$ cat config.mk
export PLATFORM = sky130hd
export DESIGN_NAME = prhs_raster_ctr
export DESIGN_NICKNAME = d
export VERILOG_FILES = /design/src/design/prhs_pkg.sv /design/src/design/prhs_raster_ctr.sv
export SDC_FILE = /design/constraint.sdc
export NUM_CORES = 1
export LEC_CHECK = 0
export BUFFER_PORTS_ARGS = -buffer_cell sky130_fd_sc_hd__buf_2
export CORE_ASPECT_RATIO = 0.75
export CORE_UTILIZATION = 57
export DETAILED_ROUTE_END_ITERATION = 12
export GPL_ROUTABILITY_DRIVEN = 1
export GPL_TIMING_DRIVEN = 0
export PLACE_DENSITY_LB_ADDON = 0.1
export RECOVER_POWER = 100
export SLEW_MARGIN = 10
export SYNTH_ARGS = -nofsm -noshare
export SYNTH_HDL_FRONTEND = slang
export SYNTH_SLANG_ARGS = --single-unit
$ cat constraint.sdc
create_clock -name clk -period 4.75 [get_ports clk]
set_clock_uncertainty 0.2 [all_clocks]
set_input_delay 0.7125 -clock clk [delete_from_list [all_inputs] [get_ports clk]]
set_output_delay 0.7125 -clock clk [all_outputs]
set_load 0.005 [all_outputs]
$ cat src/design/prhs_pkg.sv
`timescale 1ns / 1ps

package prhs_pkg;

  localparam int MAX_WIDTH    = 1024;
  localparam int SAMPLE_BITS  = 24;
  localparam int FRAC_BITS    = 16;

  localparam int OUT_BITS     = 40;
  localparam int GW_BITS      = 11;
  localparam int GH_BITS      = 16;
  localparam int SCALE_BITS   = 32;
  localparam int CFG_IDX_BITS = 8;
  localparam int CFG_DAT_BITS = 32;

  localparam logic [GW_BITS-1:0]    GRID_WIDTH_RST  = GW_BITS'(1024);
  localparam logic [GH_BITS-1:0]    GRID_HEIGHT_RST = GH_BITS'(1024);
  localparam logic [SCALE_BITS-1:0] SCALE_RST       = SCALE_BITS'(65536);

  typedef enum logic [CFG_IDX_BITS-1:0] {
    REG_GRID_WIDTH  = CFG_IDX_BITS'(0),
    REG_GRID_HEIGHT = CFG_IDX_BITS'(1),
    REG_SCALE_X     = CFG_IDX_BITS'(2),
    REG_SCALE_Y     = CFG_IDX_BITS'(3)
  } cfg_reg_t;

  typedef struct packed {
    logic interior;
    logic last;
  } cell_flags_t;

endpackage

$ cat src/design/prhs_raster_ctr.sv
`timescale 1ns / 1ps

module prhs_raster_ctr #(
  parameter int MAX_WIDTH = prhs_pkg::MAX_WIDTH,
  localparam int CW = $clog2(MAX_WIDTH)
) (
  input  logic                         clk,
  input  logic                         rst_n,
  input  logic                         restart,
  input  logic                         step,
  input  logic [CW-1:0]                width_m1,
  input  logic [prhs_pkg::GH_BITS-1:0] height_m1,
  output logic [CW-1:0]                col,
  output logic [prhs_pkg::GH_BITS-1:0] row,
  output prhs_pkg::cell_flags_t        flags
);

  logic [CW-1:0]                col_r;
  logic [CW-1:0]                col_nxt;
  logic [prhs_pkg::GH_BITS-1:0] row_r;
  logic [prhs_pkg::GH_BITS-1:0] row_nxt;
  logic                         row_end;
  logic                         col_end;

  assign col_end = (col_r >= width_m1);
  assign row_end = (row_r >= height_m1);

  always_comb begin
    col_nxt = col_r;
    row_nxt = row_r;
    if (restart) begin
      col_nxt = '0;
      row_nxt = '0;
    end else if (step) begin
      if (col_end) begin
        col_nxt = '0;
        row_nxt = row_end ? '0 : row_r + prhs_pkg::GH_BITS'(1);
      end else begin
        col_nxt = col_r + CW'(1);
      end
    end
  end

  always_ff @(posedge clk) begin
    if (!rst_n) begin
      col_r <= '0;
      row_r <= '0;
    end else begin
      col_r <= col_nxt;
      row_r <= row_nxt;
    end
  end

  assign col            = col_r;
  assign row            = row_r;
  assign flags.interior = (col_r != '0) && (col_r < width_m1) &&
                          (row_r != '0) && (row_r < height_m1);
  assign flags.last     = col_end && row_end;

endmodule

==> impl_results.md <==
* Pwr dens at ~190 mW/mm^2
* Post-synth top area share at around 25%
* Initial DRT Pass Iterations at 4
* Top cells by instance count after synthesis: inv_1, ha_1, dfxtp_1
* Synth warn at 0
* Final Max Tran Viols at 0
* Chip width at 72.3 um
* Core Region at around 0.0034 mm^2
* Number of remaining DRC errors at 0
* I/O pins at 58
* Clock Path Buffers at 2
* FILL cells at roughly 300
* Hold depth at 2
* Cells after synthesis at between 200 and 300
* Layout cells sized above 1 at between 20% and 30%
* CP bufs+invs at 3
* First-pass GRT wire length at 8350 um
* Layout Area Growth over Synthesis at 18.4%
* Syn nets at approximately 320
* # rows at 18
* Max-cap check violation count at 0
* Largest stage delay, worst path at 1.00 ns
* Largest net degree at the start of global routing at 16
* Fmax at between 0.2 and 0.3 GHz
* R2r worst-path depth at 8
* Reg-to-Reg Start: col[5]
* Class of the worst hold path: register to register
* WP data required at about 4.7 ns
* Worst-path cell chain: buf_2 -> inv_1 -> ha_1 -> and4_1 -> o21ai_0 -> a31oi_1 -> clkbuf_1 -> o31ai_1 -> a21oi_1 -> nor2_2
* CTS tree: done
* Mean Syn Cell Area at around 8.3 um^2
* Fin. Hold Viols at 0
* Drt wl/cell at 14.1 um
* Cts repair resizes at 0
* Leakage at 1.17 nW
* Slew at the pin closest to its max-slew limit at 1.28 ns
* Hold endpoint: row[1]
* Final setup viols at 0
* Seq/Total Area, Yosys at between 20% and 30%
* Routed WL at roughly 5200 um
* # port buffers at 57
* Most frequent cell after synthesis: inv_1
* Dominant synthesized flop cell: dfxtp_1
* Critical path's slowest cell: a21oi_1
* Post-layout min period at between 3 and 4 ns
* Via count at between 2k and 2.5k
* Clk sink count at 26
* Slew HR at around 15%
* CP delay by family, top: compound AO/OA/AOI/OAI gates
* Number of antenna violations at the first check in global routing at 0
* Startpoint types: primary input
* Synth unique cells at slightly below 50
* Nets at 378
* Reg-to-reg slack, setup at around 1.4 ns
* Drt initial violations at about 180
* Reg clk slew, reported paths at about 0.09 ns
* ANT cells at 0
* Synth Register Bits at 26
* Post-synth EDFFs at 0
* Design area at about 0.0025 mm^2
* Total CTS buffers at 3
* Antenna viol nets, final at 0
* Die Y at between 50 and 60 um
* Post-route setup slack at roughly 1.3 ns
* Final period utilization at slightly above 70%
* Pre-CTS WS at 1.42 ns
* Worst VDD drop at 0.000214 V
* Synth top area cells: dfxtp_1, ha_1, inv_1
* DPL Wire Length at between 4000 and 5000 um
* Starting Density at approximately three fifths
* Htree depth at 1
* Fin Setup TNS at 0 ns
* Setup CP Type: primary input to register
* Total grt overflow at 0
* Gpl congestion at just under 0.8
* Post-synth top area cell: dfxtp_1
* Cts hold-fix bufs at 0
* Area post-placement at approximately 0.0025 mm^2
* Critical R2R Capture: row[3]
* Post-CTS setup buffer count at 0
* Die area at 0.00396 mm^2
* Vias in the first global route at 1831
* Total GRT Usage at 27.6%
* Insertion delay to the later sink of the worst-skew pair at about 0.27 ns
* Root buffer cell: clkbuf_8
* Ys async rst share at 0%
* Min-Delay Startpoint: row[1]
* DR vias/cell at between 5 and 6
* Arr. time, crit path at between 3 and 4 ns
* Worst-path maximum fanout at 10
* Outcome: finished, final reports clean
* Hold WS at 0.353 ns
* Unrepaired setup endpoints after global routing: false
* Post-Syn Area at 0.00211 mm^2
* Crit. End Element: register
[cell type report]
| type | instances | area [um^2] | share of cell area [%] |
|---|---|---|---|
| buffer | 6 | 25.0 | 1.00 |
| clock buffer | 3 | 41.3 | 1.65 |
| clock inverter | 1 | 30.0 | 1.20 |
| inverter | 31 | 116 | 4.65 |
| multi-input combinational | 193 | 1440 | 57.5 |
| sequential | 26 | 520 | 20.8 |
| tap | 50 | 62.6 | 2.50 |
| timing repair buffer | 57 | 268 | 10.7 |
[cells by family (layout without fill, tap and decap cells)]
| family | after synthesis | count (layout) | synth area share, % |
|---|---|---|---|
| AND/OR/NAND/NOR | 95 | 95 | 26.4 |
| AO/OA/AOI/OAI | 52 | 52 | 17.8 |
| buffers and inverters | 37 | 98 | 6.75 |
| adder cells (fa/ha/maj) | 30 | 30 | 17.8 |
| flip-flops | 26 | 26 | 24.6 |
| XOR/XNOR | 15 | 15 | 6.22 |
| multiplexers | 1 | 1 | 0.474 |
[cells in the final DEF, fill, tap and decap left out, types with 5 or more instances in the layout]
cell	netlist	layout
nand4_1	9	9
nor4_1	7	7
and3_1	5	5
inv_1	31	31
dfxtp_1	26	26
clkbuf_1	2	16
a21oi_1	13	14
xor2_1	12	12
buf_2	3	45
o21ai_0	6	8
nand3_1	9	9
nor2_2	7	7
ha_1	30	30
nand2_1	12	12
nor2_1	15	15
[per-layer routing]
layer | vias up | track usage (%) | routed length (um)
li1 | 1049 | - | -
met4 | 0 | 5.56 | 48
met2 | 75 | 44.1 | 2240
met3 | 8 | 6.45 | 377
met1 | 951 | 38.1 | 2500
met5 | - | 0 | 0
[worst max-delay path by stage]
stage / startpoint / cells after the start / slack, ns / end
floorplan: height_m1[14] / 7 / 1.75 / flags[0]
global placement: height_m1[14] / 9 / 1.42 / flags[0]
detailed placement: height_m1[14] / 9 / 1.42 / flags[0]
CTS: height_m1[14] / 9 / 1.41 / flags[0]
global route: width_m1[5] / 10 / 1.13 / row[3]
finish: width_m1[5] / 10 / 1.30 / row[3]
[state kept, by name, summed over array words and instances (netlist names)]
register / cells
row: 16
col: 10
[where the power goes]
part / switching, mW / total, mW / internal (mW)
combinational: 0.0310 / 0.0559 / 0.0249
sequential: 0.00248 / 0.221 / 0.219
clock: 0.0735 / 0.186 / 0.113
total: 0.107 / 0.464 / 0.357
[stage by stage]
step                power, mW  util, %  cells
global route            0.484     73.1    367
floorplan               0.261        -    256
detailed placement      0.284     71.9    363
global placement        0.282     71.9    363
CTS                     0.468     74.0    367
finish                  0.464     73.1    367
[worst min-delay path: stages, from the launching register on]
cell,delay [ns]
dfxtp_1,0.35
inv_1,0.08
o31ai_1,0.07
Note: power is estimated with default switching activity, not from simulation.
