**config.mk**
```make
export PLATFORM = sky130hd
export DESIGN_NAME = prhs_datapath
export DESIGN_NICKNAME = d
export VERILOG_FILES = /design/src/design/prhs_pkg.sv /design/src/design/prhs_datapath.sv
export SDC_FILE = /design/constraint.sdc
export NUM_CORES = 2
export LEC_CHECK = 0
export BUFFER_PORTS_ARGS = -buffer_cell sky130_fd_sc_hd__buf_2
export CAP_MARGIN = 20
export CORE_MARGIN = 2
export CORE_UTILIZATION = 67
export CTS_BUF_LIST = sky130_fd_sc_hd__clkbuf_8
export CTS_CLUSTER_SIZE = 30
export DETAILED_ROUTE_END_ITERATION = 7
export PLACE_DENSITY_LB_ADDON = 0.08
export SETUP_SLACK_MARGIN = 0.2
export SYNTH_ARGS = -nofsm -noshare
export SYNTH_HDL_FRONTEND = slang
export SYNTH_SLANG_ARGS = --single-unit
```
**constraint.sdc**
```tcl
create_clock -name clk -period 13.7 [get_ports clk]
set_clock_uncertainty 0.1 [all_clocks]
set_input_delay 2.74 -clock clk [delete_from_list [all_inputs] [get_ports clk]]
set_output_delay 2.74 -clock clk [all_outputs]
set_load 0.01 [all_outputs]
```
**src/design/prhs_pkg.sv**
```systemverilog
`timescale 1ns / 1ps

package prhs_pkg;

  localparam int MAX_WIDTH    = 1024;
  localparam int SAMPLE_BITS  = 24;
  localparam int FRAC_BITS    = 16;

  localparam int OUT_BITS     = 40;
  localparam int GW_BITS      = 11;
  localparam int GH_BITS      = 16;
  localparam int SCALE_BITS   = 32;
  localparam int CFG_IDX_BITS = 8;
  localparam int CFG_DAT_BITS = 32;

  localparam logic [GW_BITS-1:0]    GRID_WIDTH_RST  = GW_BITS'(1024);
  localparam logic [GH_BITS-1:0]    GRID_HEIGHT_RST = GH_BITS'(1024);
  localparam logic [SCALE_BITS-1:0] SCALE_RST       = SCALE_BITS'(65536);

  typedef enum logic [CFG_IDX_BITS-1:0] {
    REG_GRID_WIDTH  = CFG_IDX_BITS'(0),
    REG_GRID_HEIGHT = CFG_IDX_BITS'(1),
    REG_SCALE_X     = CFG_IDX_BITS'(2),
    REG_SCALE_Y     = CFG_IDX_BITS'(3)
  } cfg_reg_t;

  typedef struct packed {
    logic interior;
    logic last;
  } cell_flags_t;

endpackage

```
**src/design/prhs_datapath.sv**
```systemverilog
`timescale 1ns / 1ps

module prhs_datapath #(
  parameter int SAMPLE_BITS = prhs_pkg::SAMPLE_BITS,
  parameter int FRAC_BITS   = prhs_pkg::FRAC_BITS
) (
  input  logic                                 clk,
  input  logic                                 rst_n,
  input  logic                                 adv,
  input  logic                                 a_vld,
  input  logic signed [SAMPLE_BITS-1:0]        u_cur,
  input  logic signed [SAMPLE_BITS-1:0]        u_prev,
  input  logic signed [SAMPLE_BITS-1:0]        v_cur,
  input  logic signed [SAMPLE_BITS-1:0]        v_above,
  input  prhs_pkg::cell_flags_t                a_flags,
  input  logic [prhs_pkg::SCALE_BITS-1:0]      scale_x,
  input  logic [prhs_pkg::SCALE_BITS-1:0]      scale_y,
  output logic                                 out_valid,
  output logic signed [prhs_pkg::OUT_BITS-1:0] rhs_value,
  output logic                                 frame_last,
  output logic                                 saturated
);

  localparam int OB  = prhs_pkg::OUT_BITS;
  localparam int DW  = SAMPLE_BITS + 1;
  localparam int CFW = prhs_pkg::SCALE_BITS + 1;
  localparam int PW  = DW + CFW;
  localparam int SW  = PW + 1;
  localparam int AW  = (SW > FRAC_BITS + OB + 1) ? SW : FRAC_BITS + OB + 1;
  localparam logic signed [AW-1:0] HALF    = AW'((2 ** FRAC_BITS) / 2);
  localparam logic signed [OB-1:0] POS_MAX = {1'b0, {(OB-1){1'b1}}};
  localparam logic signed [OB-1:0] NEG_MIN = {1'b1, {(OB-1){1'b0}}};

  logic signed [DW-1:0]  dx;
  logic signed [DW-1:0]  dy;
  logic signed [CFW-1:0] cx;
  logic signed [CFW-1:0] cy;
  logic signed [PW-1:0]  px_nxt;
  logic signed [PW-1:0]  py_nxt;
  logic signed [PW-1:0]  px_r;
  logic signed [PW-1:0]  py_r;
  logic                  b_vld_r;
  prhs_pkg::cell_flags_t b_flags_r;

  logic signed [AW-1:0]  acc;
  logic signed [AW-1:0]  shifted;
  logic                  sat_pos;
  logic                  sat_neg;
  logic signed [OB-1:0]  rhs_nxt;
  logic                  sat_nxt;

  logic                  out_vld_r;
  logic signed [OB-1:0]  rhs_r;
  logic                  last_r;
  logic                  sat_r;

  // stage B: differences and products
  assign dx     = DW'(u_cur) - DW'(u_prev);
  assign dy     = DW'(v_cur) - DW'(v_above);
  assign cx     = $signed({1'b0, scale_x});
  assign cy     = $signed({1'b0, scale_y});
  assign px_nxt = PW'(dx) * PW'(cx);
  assign py_nxt = PW'(dy) * PW'(cy);

  always_ff @(posedge clk) begin
    if (!rst_n) begin
      b_vld_r <= 1'b0;
    end else if (adv) begin
      b_vld_r <= a_vld;
    end
  end

  always_ff @(posedge clk) begin
    if (adv) begin
      px_r      <= px_nxt;
      py_r      <= py_nxt;
      b_flags_r <= a_flags;
    end
  end

  // stage C: sum, round half up, saturate; cells that are not interior give zero
  always_comb begin
    acc     = AW'(px_r) + AW'(py_r) + HALF;
    shifted = acc >>> FRAC_BITS;
    sat_pos = !shifted[AW-1] && (|shifted[AW-2:OB-1]);
    sat_neg = shifted[AW-1] && !(&shifted[AW-2:OB-1]);
    if (!b_flags_r.interior) begin
      rhs_nxt = '0;
      sat_nxt = 1'b0;
    end else if (sat_pos) begin
      rhs_nxt = POS_MAX;
      sat_nxt = 1'b1;
    end else if (sat_neg) begin
      rhs_nxt = NEG_MIN;
      sat_nxt = 1'b1;
    end else begin
      rhs_nxt = shifted[OB-1:0];
      sat_nxt = 1'b0;
    end
  end

  always_ff @(posedge clk) begin
    if (!rst_n) begin
      out_vld_r <= 1'b0;
    end else if (adv) begin
      out_vld_r <= b_vld_r;
    end
  end

  always_ff @(posedge clk) begin
    if (adv) begin
      rhs_r  <= rhs_nxt;
      last_r <= b_flags_r.last;
      sat_r  <= sat_nxt;
    end
  end

  assign out_valid  = out_vld_r;
  assign rhs_value  = rhs_r;
  assign frame_last = last_r;
  assign saturated  = sat_r;

endmodule
```
==> run metrics <==
first-pass GRT wire length approximately 270 mm; register area share after synthesis around 7.5%; Arr. time, crit path about 13 ns; CP Max Fanout 14; cts hold-fix bufs 0; synthesis-stage register bit count 162; TNS Setup 0 ns; initial DRC count approximately 3600; CP Buf/Inv Count 7; Final ANT Viol Nets 0; Setup Buffers After CTS 0; vias in the first global route ~52000; Synth Net Count roughly 9500; capturing point of the worst reg2reg path rhs_value[14]$_SDFFCE_PN0P_; Slew @ Worst Pin 1.15 ns; die width roughly 320 um; area of the multi-input gates 0.0530 sq mm; Vias/cell roughly 5.8; Inst Count DP around 8500; drt pass-1 iters 6; Design Area, Final between 0.06 and 0.07 sq mm; TritonCTS clock tree built; fmax 78.0 MHz; hold_ws between 0.3 and 0.4 ns; row count about 110; yosys warns 0; clock slew at reported path FFs ~0.1 ns; Fin. Hold Viols 0; sequential cell area a little under 0.005 sq mm; total track usage roughly a third; DRC Markers 0; routed vias about 50000; Initial Util 67.4%; share of layout cells above drive strength 1 approximately 6.3%; Nets about 9400; Post-synth EDFFs 160; dpl hpwl between 100 and 150 mm; Slew HR between 20% and 30%; Core Area 0.0964 sq mm; syn_area_per_cell 8.86 sq um; Mapped Area roughly 0.065 sq mm; critical path data required time roughly 14 ns; I/O pin cnt 209; Routed WL about 160 mm; crit start category input pin; Die Y around 320 um; Layout Cells excl Fill roughly 8500; Period minus WS final approximately 13 ns; worst skew pair latency roughly 0.49 ns; Inserted Clock Buffers 17; hold crit path type reg2reg; Netlist cell types 75; # clock sinks approximately 160; Final Wtd Congestion 0.905; hold path endpoint frame_last$_DFFE_PP_; worst hold start b_flags_r[0]$_DFFE_PP_; clk root buf clkbuf_8; kind of cell adding the most delay to the critical path adder cells; R2R Setup Slk between 8 and 9 ns; final setup violating endpoints 0; IO Port Bufs between 200 and 250; ys flop type edfxtp_1; placed cell area approximately 0.067 sq mm; grt total ovfl 0; Area Overhead vs Synth 3.79%; RSZ-0062 raised after global routing false; crit end category register; Worst path most repeated cell fa_1; worst r2r src py_r[23]$_DFFE_PP_; hold depth 0; Tcrit/Tclk final approximately 94%; clock buffer depth 2; R2R depth 14; CTS-repair resized insts 0; largest net degree at the start of global routing 68; ys async rst share 0%; Setup CP Type in2reg; max-slew violation count 0; Mapped Cells 7339; initial antenna violation count 3; H-tree levels 4; DIE AREA 0.0996 sq mm; drt wl/cell 18.6 um; slowest stage delay, CP 0.74 ns; status finished, final reports clean; Filler Cells Inserted 7744; max_cap viols 0; critical path's slowest cell a221oi_4
## cells in the mapped netlist (all sizes together) (33+ instances only)
cell       n  area (sq um)
nand3    113           566
a31o      50           438
buf       40           171
inv     1569          5890
a21oi    211          1060
nand2b    85           532
a21o     132           991
and3      48           300
ha       613          7670
xnor2    128          1120
clkbuf   393          1480
xor2      53           472
nor2     186           698
nand2   1138          4270
fa      1376         27500
nor2b    147           920
and2     380          2380
edfxtp   160          4800
o21ai    115           576
nand4     33           206
a211oi    44           330
## worst max path at each step
stage                   from            endpoint  cells past startpoint
finish              v_cur[0]  py_r[56]$_DFFE_PP_                     37
floorplan           v_cur[0]  py_r[55]$_DFFE_PP_                     37
global placement    v_cur[0]  py_r[56]$_DFFE_PP_                     37
detailed placement  v_cur[0]  py_r[56]$_DFFE_PP_                     37
global route        v_cur[0]  py_r[56]$_DFFE_PP_                     39
CTS                 v_cur[0]  py_r[56]$_DFFE_PP_                     37
## worst register-to-register path: stages (launching register included)
cell	delay, ns
edfxtp_1	0.43
ha_1	0.29
ha_1	0.35
a21oi_1	0.26
nor2_1	0.09
o211ai_1	0.22
nand2_1	0.08
a311oi_1	0.54
a31oi_2	0.29
a31oi_1	0.58
o21ai_1	0.18
xnor2_1	0.25
o31ai_4	0.77
buf_4	0.41
a31o_1	0.37
## metrics by stage
stage | util, % | worst slack [ns]
after floorplan | - | 2.09
after global placement | 69.6 | 0.517
after detailed placement | 69.6 | 0.400
after CTS | 70.0 | 0.916
after global routing | 70.0 | 0.404
final | 70.0 | 0.879
## layout by cell type (no fill, tap or decap), types with 91 or more instances in the layout
cell	n
nor2b_1	147
ha_1	612
edfxtp_1	160
inv_1	1570
a21o_1	132
fa_1	1376
o21ai_0	101
and2_1	379
buf_2	208
buf_4	91
nand2_1	1138
nor2_1	180
nand3_1	113
xnor2_1	101
a21oi_1	211
## area by class of cell
type,instances,area share (%)
Inverter,1569,8.73
Clock buffer,17,0.347
Tap cell,1276,2.37
Multi-Input combinational cell,5175,78.6
Antenna cell,2,0.00742
Timing Repair Buffer,300,2.57
Sequential cell,162,7.18
Clock inverter,15,0.232
## cell families after synthesis
group,count (synthesis),share of synthesized area [%]
mux,35,0.575
buf+inv,2002,11.6
xor+xnor,181,2.45
simple gates,2208,16.0
compound gates,762,7.81
flops,162,7.45
fa+ha+maj,1989,54.2
## layer usage
metal | global-route usage (%) | vias up | wire length, um
met5 | 0 | - | 0
met4 | 10.7 | 0 | 5430
met3 | 3.76 | 336 | 10300
met2 | 56.8 | 1804 | 78700
met1 | 45.6 | 25400 | 64100
li1 | - | 22100 | -
## state kept, by name, summed over array words and instances, names as in the netlist
signal      count
out_valid       1
py_r           58
px_r           58
frame_last      1
saturated       1
b_vld_r         1
b_flags_r       2
rhs_value      40
Power is left out: the tool's default activity adds up to more than one toggle a clock period on the data nets, which glitch-free logic cannot reach.
