File: src/design/prhs_pkg.sv
`timescale 1ns / 1ps

package prhs_pkg;

  localparam int MAX_WIDTH    = 1024;
  localparam int SAMPLE_BITS  = 24;
  localparam int FRAC_BITS    = 16;

  localparam int OUT_BITS     = 40;
  localparam int GW_BITS      = 11;
  localparam int GH_BITS      = 16;
  localparam int SCALE_BITS   = 32;
  localparam int CFG_IDX_BITS = 8;
  localparam int CFG_DAT_BITS = 32;

  localparam logic [GW_BITS-1:0]    GRID_WIDTH_RST  = GW_BITS'(1024);
  localparam logic [GH_BITS-1:0]    GRID_HEIGHT_RST = GH_BITS'(1024);
  localparam logic [SCALE_BITS-1:0] SCALE_RST       = SCALE_BITS'(65536);

  typedef enum logic [CFG_IDX_BITS-1:0] {
    REG_GRID_WIDTH  = CFG_IDX_BITS'(0),
    REG_GRID_HEIGHT = CFG_IDX_BITS'(1),
    REG_SCALE_X     = CFG_IDX_BITS'(2),
    REG_SCALE_Y     = CFG_IDX_BITS'(3)
  } cfg_reg_t;

  typedef struct packed {
    logic interior;
    logic last;
  } cell_flags_t;

endpackage

File: src/design/prhs_cfg_if.sv
`timescale 1ns / 1ps

interface prhs_cfg_if;
  logic                              valid;
  logic                              ready;
  logic [prhs_pkg::CFG_IDX_BITS-1:0] index;
  logic [prhs_pkg::CFG_DAT_BITS-1:0] data;

  modport source (output valid, output index, output data, input ready);
  modport sink   (input valid, input index, input data, output ready);
endinterface

File: src/design/prhs_cfg_regs.sv
`timescale 1ns / 1ps

module prhs_cfg_regs #(
  parameter int MAX_WIDTH = prhs_pkg::MAX_WIDTH,
  localparam int CW = $clog2(MAX_WIDTH)
) (
  input  logic                                clk,
  input  logic                                rst_n,
  prhs_cfg_if.sink                            cfg_ch,
  output logic                                restart,
  output logic [CW-1:0]                       width_m1,
  output logic [prhs_pkg::GH_BITS-1:0]        height_m1,
  output logic [prhs_pkg::SCALE_BITS-1:0]     scale_x,
  output logic [prhs_pkg::SCALE_BITS-1:0]     scale_y
);

  localparam int EW = (CW + 1 > prhs_pkg::GW_BITS) ? CW + 1 : prhs_pkg::GW_BITS;

  logic [prhs_pkg::GW_BITS-1:0]    grid_width_r;
  logic [prhs_pkg::GH_BITS-1:0]    grid_height_r;
  logic [prhs_pkg::SCALE_BITS-1:0] scale_x_r;
  logic [prhs_pkg::SCALE_BITS-1:0] scale_y_r;
  logic                            cfg_fire;
  logic [EW-1:0]                   gw_ext;
  logic [EW-1:0]                   gw_eff;

  assign cfg_ch.ready = 1'b1;
  assign cfg_fire     = cfg_ch.valid;

  always_ff @(posedge clk) begin
    if (!rst_n) begin
      grid_width_r  <= prhs_pkg::GRID_WIDTH_RST;
      grid_height_r <= prhs_pkg::GRID_HEIGHT_RST;
      scale_x_r     <= prhs_pkg::SCALE_RST;
      scale_y_r     <= prhs_pkg::SCALE_RST;
    end else if (cfg_fire) begin
      case (prhs_pkg::cfg_reg_t'(cfg_ch.index))
        prhs_pkg::REG_GRID_WIDTH:  grid_width_r  <= cfg_ch.data[prhs_pkg::GW_BITS-1:0];
        prhs_pkg::REG_GRID_HEIGHT: grid_height_r <= cfg_ch.data[prhs_pkg::GH_BITS-1:0];
        prhs_pkg::REG_SCALE_X:     scale_x_r     <= cfg_ch.data[prhs_pkg::SCALE_BITS-1:0];
        prhs_pkg::REG_SCALE_Y:     scale_y_r     <= cfg_ch.data[prhs_pkg::SCALE_BITS-1:0];
        default: ;
      endcase
    end
  end

  assign restart = cfg_fire &&
                   ((cfg_ch.index == prhs_pkg::REG_GRID_WIDTH) ||
                    (cfg_ch.index == prhs_pkg::REG_GRID_HEIGHT));

  // clamp the size to the supported range
  always_comb begin
    gw_ext = EW'(grid_width_r);
    if (gw_ext < EW'(3)) begin
      gw_eff = EW'(3);
    end else if (gw_ext > EW'(MAX_WIDTH)) begin
      gw_eff = EW'(MAX_WIDTH);
    end else begin
      gw_eff = gw_ext;
    end
    width_m1 = CW'(gw_eff - EW'(1));
    if (grid_height_r < prhs_pkg::GH_BITS'(3)) begin
      height_m1 = prhs_pkg::GH_BITS'(2);
    end else begin
      height_m1 = grid_height_r - prhs_pkg::GH_BITS'(1);
    end
  end

  assign scale_x = scale_x_r;
  assign scale_y = scale_y_r;

endmodule

File: src/flat_wrapper.sv
// flat-port wrapper written by rule: the top's interface ports become plain ports
module prhs_cfg_regs_flat 
#(
  parameter int MAX_WIDTH = prhs_pkg::MAX_WIDTH,
  localparam int CW = $clog2(MAX_WIDTH)
)
  (clk, rst_n, restart, width_m1, height_m1, scale_x, scale_y, cfg_ch_valid, cfg_ch_index, cfg_ch_data, cfg_ch_ready);
  prhs_cfg_if cfg_ch_i ();
  input  logic clk;
  input  logic rst_n;
  output logic restart;
  output logic [CW-1:0] width_m1;
  output logic [prhs_pkg::GH_BITS-1:0] height_m1;
  output logic [prhs_pkg::SCALE_BITS-1:0] scale_x;
  output logic [prhs_pkg::SCALE_BITS-1:0] scale_y;
  input wire logic [$bits(cfg_ch_i.valid)-1:0] cfg_ch_valid;
  input wire logic [$bits(cfg_ch_i.index)-1:0] cfg_ch_index;
  input wire logic [$bits(cfg_ch_i.data)-1:0] cfg_ch_data;
  output wire logic [$bits(cfg_ch_i.ready)-1:0] cfg_ch_ready;
  assign cfg_ch_i.valid = cfg_ch_valid;
  assign cfg_ch_i.index = cfg_ch_index;
  assign cfg_ch_i.data = cfg_ch_data;
  assign cfg_ch_ready = cfg_ch_i.ready;
  prhs_cfg_regs #(.MAX_WIDTH(MAX_WIDTH)) u_core (.clk(clk), .rst_n(rst_n), .cfg_ch(cfg_ch_i), .restart(restart), .width_m1(width_m1), .height_m1(height_m1), .scale_x(scale_x), .scale_y(scale_y));
endmodule
File: config.mk
export PLATFORM = sky130hd
export DESIGN_NAME = prhs_cfg_regs_flat
export DESIGN_NICKNAME = d
export VERILOG_FILES = /design/src/design/prhs_pkg.sv /design/src/design/prhs_cfg_if.sv /design/src/design/prhs_cfg_regs.sv /design/src/flat_wrapper.sv
export SDC_FILE = /design/constraint.sdc
export NUM_CORES = 1
export LEC_CHECK = 0
export ABC_AREA = 1
export BUFFER_PORTS_ARGS = -buffer_cell sky130_fd_sc_hd__buf_2
export CAP_MARGIN = 30
export CORE_MARGIN = 3
export CORE_UTILIZATION = 54
export DETAILED_ROUTE_END_ITERATION = 12
export PLACE_DENSITY = 0.85
export SLEW_MARGIN = 10
export SYNTH_ARGS = -nofsm -noshare
export SYNTH_HDL_FRONTEND = slang
export SYNTH_SLANG_ARGS = --single-unit
File: constraint.sdc
create_clock -name clk -period 3.55 [get_ports clk]
set_input_delay 0 -clock clk [delete_from_list [all_inputs] [get_ports clk]]
set_output_delay 0 -clock clk [all_outputs]
set_load 0.02 [all_outputs]
==> run summary, run 1 <==
GRT busiest layer -> met2
DR vias -> 4226
diode count -> 0
switching part of the total -> 24.6%
post-synthesis compound-gate area fraction -> 25.2%
Worst VDD drop -> 259 µV
DRC -> 0
clk_skew -> 0 ns
row count -> 30
worst path bufs/invs -> 4
reg2reg setup slack -> 2.85 ns
crit-path cells -> inv_1 -> nand3_1 -> inv_1 -> nand2_1 -> a21boi_0 -> ha_1 -> nand2_1 -> inv_1 -> nand2_1 -> nor2_1 -> xor2_1 -> buf_2
Simple-Gate Fraction of Synth Area -> 17.9%
Worst setup SP type -> flip-flop
Place WS -> 1.42 ns
die area -> 8580 µm²
Chip Width -> 92.6 µm
post-synth net total -> 596
Max FO, Critical Path -> 7
P_leak -> 2.39 nW
Syn-to-layout area delta -> 27.6%
Netlist cell types -> 33
Mapped Cells -> 550
Post-DP HPWL -> 7820 µm
clk sink count -> 91
GRT met2 Usage -> 44.8%
sequential share of power -> 55.9%
number of DRC markers in iteration 0 -> 290
final setup fails -> 0
Synth Area in XOR/XNOR -> 1.73%
share of layout cells above drive strength 1 -> 23.9%
post-synthesis adder-cell area fraction -> 0.926%
max frequency -> 434 MHz
core area -> 7020 µm²
min Tclk post-route -> 2.30 ns
Clock Power Share -> 35.8%
Initial Utilization -> 57.7%
mux share of post-synthesis cell area -> 0%
final antenna-violating net count -> 0
clk buf depth -> 2
grt met3 use -> 6.50%
RSZ-0062 raised after global routing -> no
most frequent cells in the layout -> buf_2, a21oi_1, nor2_1
net switching power -> 0.000450 W
final wirelength -> 11500 µm
gr usage total -> 27.0%
number of CTS-inserted buffers -> 9
Syn Area/Cell -> 7.37 µm²
Synth Cell Area -> 4050 µm²
largest family of logic cells by synthesized area -> compound AO/OA/AOI/OAI gates
CP max stage delay -> 0.47 ns
worst skew pair latency -> 0.34 ns
clock root buffer -> clkbuf_8
Crit. End Element -> output pin
Hold Crit Class -> in2reg
sequential area share after synthesis -> 45.0%
Int Power -> 0.00138 W
worst setup margin -> 1.25 ns
worst path required time -> 3.55 ns
IO Pins -> 135
sum of negative setup slack -> 0 ns
worst-margin pin slew -> 0.744 ns
part of the power in combinational logic -> 8.3%
nets -> 739
number of synthesized register bits -> 91
relative slew slack -> 50.3%
postcts setup bufs -> 0
Critical Path AT -> 2.30 ns
fin. max-slew vios -> 0
Crit path max-delay family -> simple AND/OR/NAND/NOR gates
Wirelength per Cell -> 14.5 µm
DR vias/cell -> 5.32
final worst path period share -> 64.9%
drt first pass iters -> 5
Power Density -> 354 nW/µm²
first-pass GRT wire length -> 18700 µm
antenna violations before repair -> 0
Ys Warns -> 0
GRT overflow -> 0
Die Height -> 92.6 µm
number of global-route vias before repair -> 3932
gpl congestion -> 0.840
Fin. Hold Viols -> 0
Global Route met1 Usage -> 34.3%
status -> finished, final reports clean
clock-pin slew on the worst setup and hold paths -> 0.09 ns
# H-tree levels -> 3
CTS tree -> built
largest net degree at the start of global routing -> 57
crit path kind -> reg2out
max-cap check violation count -> 0
Buffers on Ports -> 133
Critical-path top delay cell -> dfxtp_1
commonest non-fill, non-tap cell in the layout -> buf_2
[power groups by stage]
stage | Combinational, W | Sequential [W] | Clock, W
2_1_floorplan | 0.0000649 | 0.00105 | 0
3_3_place_gp | 0.000120 | 0.00105 | 0
3_5_place_dp | 0.000124 | 0.00105 | 0
4_1_cts | 0.000149 | 0.00102 | 0.000662
5_1_grt | 0.000165 | 0.00102 | 0.000712
6_report | 0.000152 | 0.00102 | 0.000654
[state kept, by name, indices dropped and copies added, names as in the netlist]
register,flops
u_core.scale_x,32
u_core.scale_y,32
u_core.grid_height_r,16
u_core.grid_width_r,11
[cell usage after synthesis (all sizes together)]
master	count	area share [%]
a21boi	1	0.19
a21oi	97	12
a31oi	1	0.15
and3	1	0.15
buf	19	3.7
clkbuf	17	1.6
clkinv	1	0.093
conb	1	0.093
dfxtp	91	45
ha	3	0.93
inv	40	3.7
nand2	47	4.8
nand3	15	1.9
nand4	1	0.15
nor2	95	8.9
nor3	7	1.1
nor3b	1	0.31
nor4	1	0.15
o211ai	2	0.62
o21ai	98	12
o21bai	1	0.19
or2	2	0.37
xor2	8	1.7
[metal layers]
| layer | wire length [µm] | part of all wire (%) | vias to the layer above |
|---|---|---|---|
| met1 | 4920 | 43 | 1927 |
| met2 | 5580 | 48 | 164 |
| met4 | 174 | 1.5 | 0 |
| met3 | 857 | 7.4 | 18 |
| met5 | 0 | 0 | - |
| li1 | - | - | 2117 |
[area by class of cell]
class | instances | area [µm²]
Multi-Input combinational cell | 382 | 1870
Fill cell | 551 | 1850
Sequential cell | 91 | 1820
Timing Repair Buffer | 168 | 1020
Inverter | 41 | 154
Clock buffer | 11 | 151
Tap cell | 96 | 120
Clock inverter | 5 | 37.5
[metrics by stage]
step                      cells  power [W]  instance area (µm²)  hold WS, ns  util [%]
after floorplan             550    0.00111                 4050        0.129         -
after global placement      747    0.00117                 4660        0.252      66.3
after detailed placement    748    0.00117                 4680        0.257      66.6
after CTS                   793    0.00183                 5160      0.00898      73.5
after global routing        794    0.00190                 5170       0.0295      73.7
final                       794    0.00183                 5170       0.0191      73.7
[cells by family (layout without fill, tap and decap cells)]
kind of cell,Yosys count,count (layout)
XOR/XNOR,8,8
buffers and inverters,77,225
AO/OA/AOI/OAI,200,200
adder cells (fa/ha/maj),3,3
AND/OR/NAND/NOR,170,170
other,1,1
flip-flops,91,91
[worst paths after layout]
kind	startpoint	endpoint	cells after the start
max	u_core.grid_width_r[10]	width_m1[8]	12
min	cfg_ch_data[9]	u_core.scale_x[9]	3
max reg2reg	u_core.grid_width_r[10]	u_core.grid_width_r[10]	2
min reg2reg	u_core.grid_height_r[10]	u_core.grid_height_r[10]	2
[tightest hold or removal path, stage by stage]
cell and delay (ns):
buf_2 0.15, o21ai_1 0.09, nor2_1 0.09
[timing repair]
| action | 4_1_cts | 5_1_grt |
|---|---|---|
| hold buffers | 29 | 0 |
| setup endpoints to repair | 0 | 0 |
| resized for setup | 0 | 0 |
| endpoints found under the hold margin | 64 | 0 |
Note: power is estimated with default switching activity, not from simulation.
==> run 2, diff against run 1 <==
--- a/config.mk
+++ b/config.mk
@@ -9,9 +9,9 @@
 export BUFFER_PORTS_ARGS = -buffer_cell sky130_fd_sc_hd__buf_2
 export CAP_MARGIN = 30
 export CORE_MARGIN = 3
-export CORE_UTILIZATION = 54
+export CORE_UTILIZATION = 50
 export DETAILED_ROUTE_END_ITERATION = 12
-export PLACE_DENSITY = 0.85
+export PLACE_DENSITY = 0.79
 export SLEW_MARGIN = 10
 export SYNTH_ARGS = -nofsm -noshare
 export SYNTH_HDL_FRONTEND = slang
==> constraint.sdc (replaced) <==
create_clock -name clk -period 2.2 [get_ports clk]
set_input_delay 0 -clock clk [delete_from_list [all_inputs] [get_ports clk]]
set_output_delay 0 -clock clk [all_outputs]
set_load 0.02 [all_outputs]
==> run 2 against run 1 <==
Compared with the run above:
- clock power is 93% higher
- power is 73% higher
- routed wire length is 0.69% lower
- design area is 2.9% higher
- critical path depth is 1 higher
- via count is 0.80% lower
- final cell count is 1.9% higher
- die area is 7.5% higher
- setup slack worse by 1.1 ns
- global-route usage is 1.5 points lower
- critical path type unchanged
- highest routed layer unchanged
==> run summary, run 2 (synthesis results as in run 1) <==
Hold Crit Depth -> 5
Initial Utilization -> 51.9%
number of global-route vias before repair -> 3990
min Tclk post-route -> 2.07 ns
core area -> 7810 µm²
drt first pass iters -> 4
number of CTS-inserted buffers -> 9
row count -> 32
nets -> 748
diode count -> 0
Post-DP HPWL -> 7720 µm
clk sink count -> 91
CTS tree -> built
most frequent cells in the layout -> buf_2, a21oi_1, nor2_1
worst skew pair latency -> 0.35 ns
worst reg2reg path depth -> 2
Worst setup SP type -> flip-flop
DRC -> 0
max frequency -> 483 MHz
Wirelength per Cell -> 14.2 µm
final setup fails -> 0
Fillers -> 678
part of the power in combinational logic -> 8.0%
worst path required time -> 2.20 ns
Critical-path top delay cell -> dfxtp_2
Critical R2R Launch -> u_core.grid_height_r[8]
IO Pins -> 135
clock root buffer -> clkbuf_8
Power Density -> 595 nW/µm²
final wirelength -> 11500 µm
Max FO, Critical Path -> 7
first-pass GRT wire length -> 18400 µm
commonest non-fill, non-tap cell in the layout -> buf_2
max-cap check violation count -> 0
DR vias/cell -> 5.18
Worst VDD drop -> 389 µV
Most common cell on crit path -> nand2_1
share of layout cells above drive strength 1 -> 25.9%
Crit path max-delay family -> simple AND/OR/NAND/NOR gates
Hold Crit Class -> in2reg
Die Height -> 96.0 µm
Syn-to-layout area delta -> 31.4%
gr usage total -> 25.4%
Area after DPL -> 4710 µm²
relative slew slack -> 61.5%
P_leak -> 2.45 nW
clock-pin slew on the worst setup and hold paths -> 0.09 ns
largest net degree at the start of global routing -> 56
Buffers on Ports -> 133
status -> finished, final reports clean
sequential share of power -> 52.1%
min-delay src -> cfg_ch_valid
# H-tree levels -> 3
final instance area -> 5320 µm²
final worst path period share -> 94.1%
crit-path cells -> nor2_1 -> nand2_1 -> nor2_1 -> nand2_1 -> nand2_4 -> a21boi_2 -> ha_2 -> nand2_1 -> inv_2 -> nand2_1 -> nor2_1 -> xor2_1 -> buf_4
CP max stage delay -> 0.36 ns
switching part of the total -> 23.1%
die area -> 9220 µm²
reg2reg setup slack -> 1.48 ns
Clock Power Share -> 40.0%
worst-margin pin slew -> 0.578 ns
crit path kind -> reg2out
clk_skew -> 0 ns
final antenna-violating net count -> 0
Int Power -> 0.00244 W
multi-input logic area -> 1880 µm²
gpl congestion -> 0.863
Crit. End Element -> output pin
Worst R2R End -> u_core.grid_height_r[8]
number of DRC markers in iteration 0 -> 265
Seq. cell area -> 1840 µm²
Post-Route Utilization -> 68.2%
clk buf depth -> 2
Critical Path AT -> 2.07 ns
GRT overflow -> 0
worst path bufs/invs -> 2
Chip Width -> 96.0 µm
DR vias -> 4192
Hold Path End -> u_core.grid_width_r[10]
Fin. Hold Viols -> 0
antenna violations before repair -> 0
net switching power -> 0.000731 W
fin. max-slew vios -> 0
==> run 2: stage by stage <==
step	TNS, ns	instances	power [W]	worst slack [ns]	hold WS (ns)
finish	0	809	0.00317	0.131	0.0889
global route	-0.0275	809	0.00329	-0.0115	0.0831
CTS	0	807	0.00319	0.0405	0.0706
detailed placement	0	757	0.00189	0.333	0.259
global placement	0	757	0.00189	0.401	0.250
floorplan	0	550	0.00180	0.379	0.129
==> run 2: power by group through the flow <==
stage	combinational [W]	clock (W)	sequential [W]
final	0.000252	0.00126	0.00165
after global routing	0.000276	0.00137	0.00165
after CTS	0.000246	0.00129	0.00165
after detailed placement	0.000199	0	0.00169
after global placement	0.000196	0	0.00169
after floorplan	0.000105	0	0.00169
==> run 2: metal layers <==
metal,part of all wire (%),vias to the layer above,track usage [%]
met2,48,150,41.3
met4,3.1,0,11.0
li1,-,2127,-
met3,7.1,26,6.72
met1,42,1889,31.6
met5,0,-,0
==> run 2: timing repair <==
item                                    in CTS  in global routing
buffers inserted                             0                  2
hold endpoints to repair                    72                  0
gates resized for setup                      3                 15
pin swaps                                    0                  1
hold buffers                                34                  0
endpoints found under the setup margin       1                  5
==> run 2: how the worst max path moves through the flow <==
stage          slack, ns  depth (start not counted)           to                     from
2_1_floorplan       0.38                         12  width_m1[8]  u_core.grid_width_r[10]
3_3_place_gp        0.40                         12  width_m1[8]  u_core.grid_width_r[10]
3_5_place_dp        0.33                         12  width_m1[8]  u_core.grid_width_r[10]
4_1_cts             0.04                         13  width_m1[8]   u_core.grid_width_r[3]
5_1_grt            -0.01                         12  width_m1[9]   u_core.grid_width_r[8]
6_report            0.13                         13  width_m1[8]   u_core.grid_width_r[3]
==> run 2: area by class of cell <==
class / instances / area share, %
multi-input cells: 382 / 35.4
flip-flops and latches: 91 / 34.5
repair buffers: 177 / 20.6
inverters: 41 / 2.89
clock buffers: 11 / 2.66
well taps: 102 / 2.40
clock inverters: 5 / 1.60
==> run 2: tightest hold or removal path: stages <==
cell and delay (ns):
buf_2 0.11, inv_1 0.06, nor2_2 0.07, nand3_1 0.09
nand3_1 0.07
==> run 3, diff against run 2 <==
--- a/config.mk
+++ b/config.mk
@@ -6,11 +6,11 @@
 export NUM_CORES = 1
 export LEC_CHECK = 0
 export ABC_AREA = 1
-export BUFFER_PORTS_ARGS = -buffer_cell sky130_fd_sc_hd__buf_2
 export CAP_MARGIN = 30
-export CORE_MARGIN = 3
-export CORE_UTILIZATION = 50
+export CORE_MARGIN = 2
+export CORE_UTILIZATION = 63
 export DETAILED_ROUTE_END_ITERATION = 12
+export DONT_BUFFER_PORTS = 1
 export PLACE_DENSITY = 0.79
 export SLEW_MARGIN = 10
 export SYNTH_ARGS = -nofsm -noshare
==> run 3 against run 2 <==
Compared with the run above:
- core utilization grew 7.0 points
- register-to-register slack worse by 0.63 ns
- combinational power is 19% lower
- critical path type unchanged
==> run summary, run 3 (synthesis results as in run 1) <==
status -> finished, final reports clean
drt first pass iters -> 5
clk buf depth -> 2
gr usage total -> 30.7%
Critical Path AT -> 2.11 ns
Place WS -> 0.309 ns
gpl congestion -> 0.879
Initial Utilization -> 64.5%
Placed Cells incl. Taps -> 599
Crit path max-delay family -> simple AND/OR/NAND/NOR gates
die area -> 7090 µm²
# H-tree levels -> 3
share of layout cells above drive strength 1 -> 9.73%
final worst path period share -> 95.7%
first-pass GRT wire length -> 17700 µm
Chip Width -> 84.2 µm
number of CTS-inserted buffers -> 9
GRT met2 Usage -> 51.2%
Hold Crit Class -> in2reg
largest net degree at the start of global routing -> 92
Global Route met1 Usage -> 37.5%
Post-DP HPWL -> 6690 µm
crit path kind -> reg2out
crit-path cells -> nor2_1 -> nand2_1 -> nor2_1 -> nand2_1 -> nand2_4 -> a21boi_2 -> ha_2 -> nand2_1 -> inv_2 -> nand2_1 -> xor2_1
Crit. End Element -> output pin
CP max stage delay -> 0.38 ns
final antenna-violating net count -> 0
Die Height -> 84.2 µm
clk sink count -> 91
P_leak -> 1.87 nW
IO Pins -> 135
Syn-to-layout area delta -> 16.5%
DRC -> 0
clk_skew -> 0 ns
worst setup margin -> 0.0948 ns
number of DRC markers in iteration 0 -> 350
max frequency -> 475 MHz
row count -> 29
worst path bufs/invs -> 1
nets -> 627
Wirelength per Cell -> 16.6 µm
Worst VDD drop -> 526 µV
diode count -> 0
max-cap check violation count -> 0
final wirelength -> 11000 µm
worst skew pair latency -> 0.34 ns
Critical-path top delay cell -> xor2_1
Buffers on Ports -> 0
DR vias/cell -> 5.86
relative slew slack -> 57.0%
commonest non-fill, non-tap cell in the layout -> a21oi_1
Fin. Hold Viols -> 0
GRT overflow -> 0
fin. max-slew vios -> 0
Fillers -> 476
sum of negative setup slack -> 0 ns
clock-pin slew on the worst setup and hold paths -> 0.08 ns
worst-margin pin slew -> 0.639 ns
antenna violations before repair -> 0
core area -> 6280 µm²
Layout Cells excl Fill -> 663
Most common cell on crit path -> nand2_1
DR vias -> 3884
Power Density -> 629 nW/µm²
GRT busiest layer -> met2
final setup fails -> 0
most frequent cells in the layout -> a21oi_1, nor2_1, dfxtp_1
clock root buffer -> clkbuf_8
grt met3 use -> 8.36%
worst path required time -> 2.20 ns
number of global-route vias before repair -> 3708
CTS tree -> built
min Tclk post-route -> 2.11 ns
Max FO, Critical Path -> 7
Worst setup SP type -> flip-flop
-- run 3: cell types whose count changed in the layout (fill, tap and decap cells not counted), sizes merged --
| cell | delta |
|---|---|
| buf | -129 |
| dlygate4sd3 | +8 |
| bufinv | -1 |
| clkbuf | +1 |
| clkinvlp | +1 |
| inv | -1 |
-- run 3: where the power goes --
group | internal [W] | total [W] | switching, W
sequential | 0.00165 | 0.00165 | 0.00000621
combinational | 0.0000808 | 0.000205 | 0.000124
clock | 0.000555 | 0.00111 | 0.000555
total | 0.00228 | 0.00297 | 0.000686
-- run 3: metrics by stage --
stage                     cell area, µm²  power, W  hold WS, ns  util [%]
after global routing                4720   0.00307       0.0360      75.2
after floorplan                     4050   0.00180        0.129         -
after detailed placement            4000   0.00180       0.0883      63.7
final                               4720   0.00297       0.0266      75.2
after CTS                           4640   0.00298       0.0225      73.9
after global placement              4000   0.00180       0.0832      63.7
-- run 3: worst paths after layout --
check / start / end / slack, ns / cells after the start
max: u_core.grid_width_r[8] / width_m1[4] / 0.09 / 11
min: cfg_ch_valid / u_core.grid_width_r[7] / 0.03 / 4
max reg2reg: u_core.grid_width_r[10] / u_core.grid_width_r[10] / 0.85 / 4
min reg2reg: u_core.grid_width_r[3] / u_core.grid_width_r[3] / 0.47 / 2
-- run 3: final cells by class --
type	count	area [µm²]	share of cell area, %
Sequential cell	91	1840	38.9
Tap cell	77	96.3	2.04
Timing Repair Buffer	56	546	11.6
Multi-Input combinational cell	382	1890	40.1
Inverter	41	154	3.26
Clock buffer	12	145	3.07
Clock inverter	4	50.0	1.06
-- run 3: layer usage --
layer / share of wire (%) / up-vias
li1: - / 1892
met1: 40 / 1792
met2: 49 / 169
met3: 7.7 / 31
met4: 2.7 / 0
met5: 0 / -
-- run 3: timing repair --
item	4_1_cts	5_1_grt
endpoints found under the setup margin	2	7
setup buffers	0	5
hold buffers	43	0
pin swaps	0	4
gates resized for setup	1	21
endpoints found under the hold margin	91	0
gates cloned	0	0
-- run 3: worst register-to-register path, cell delays in order (launching register included) --
cell and delay (ns):
dfxtp_4 0.36, buf_4 0.14, nand2_1 0.07, nand3_1 0.09, dlygate4sd3_1 0.58
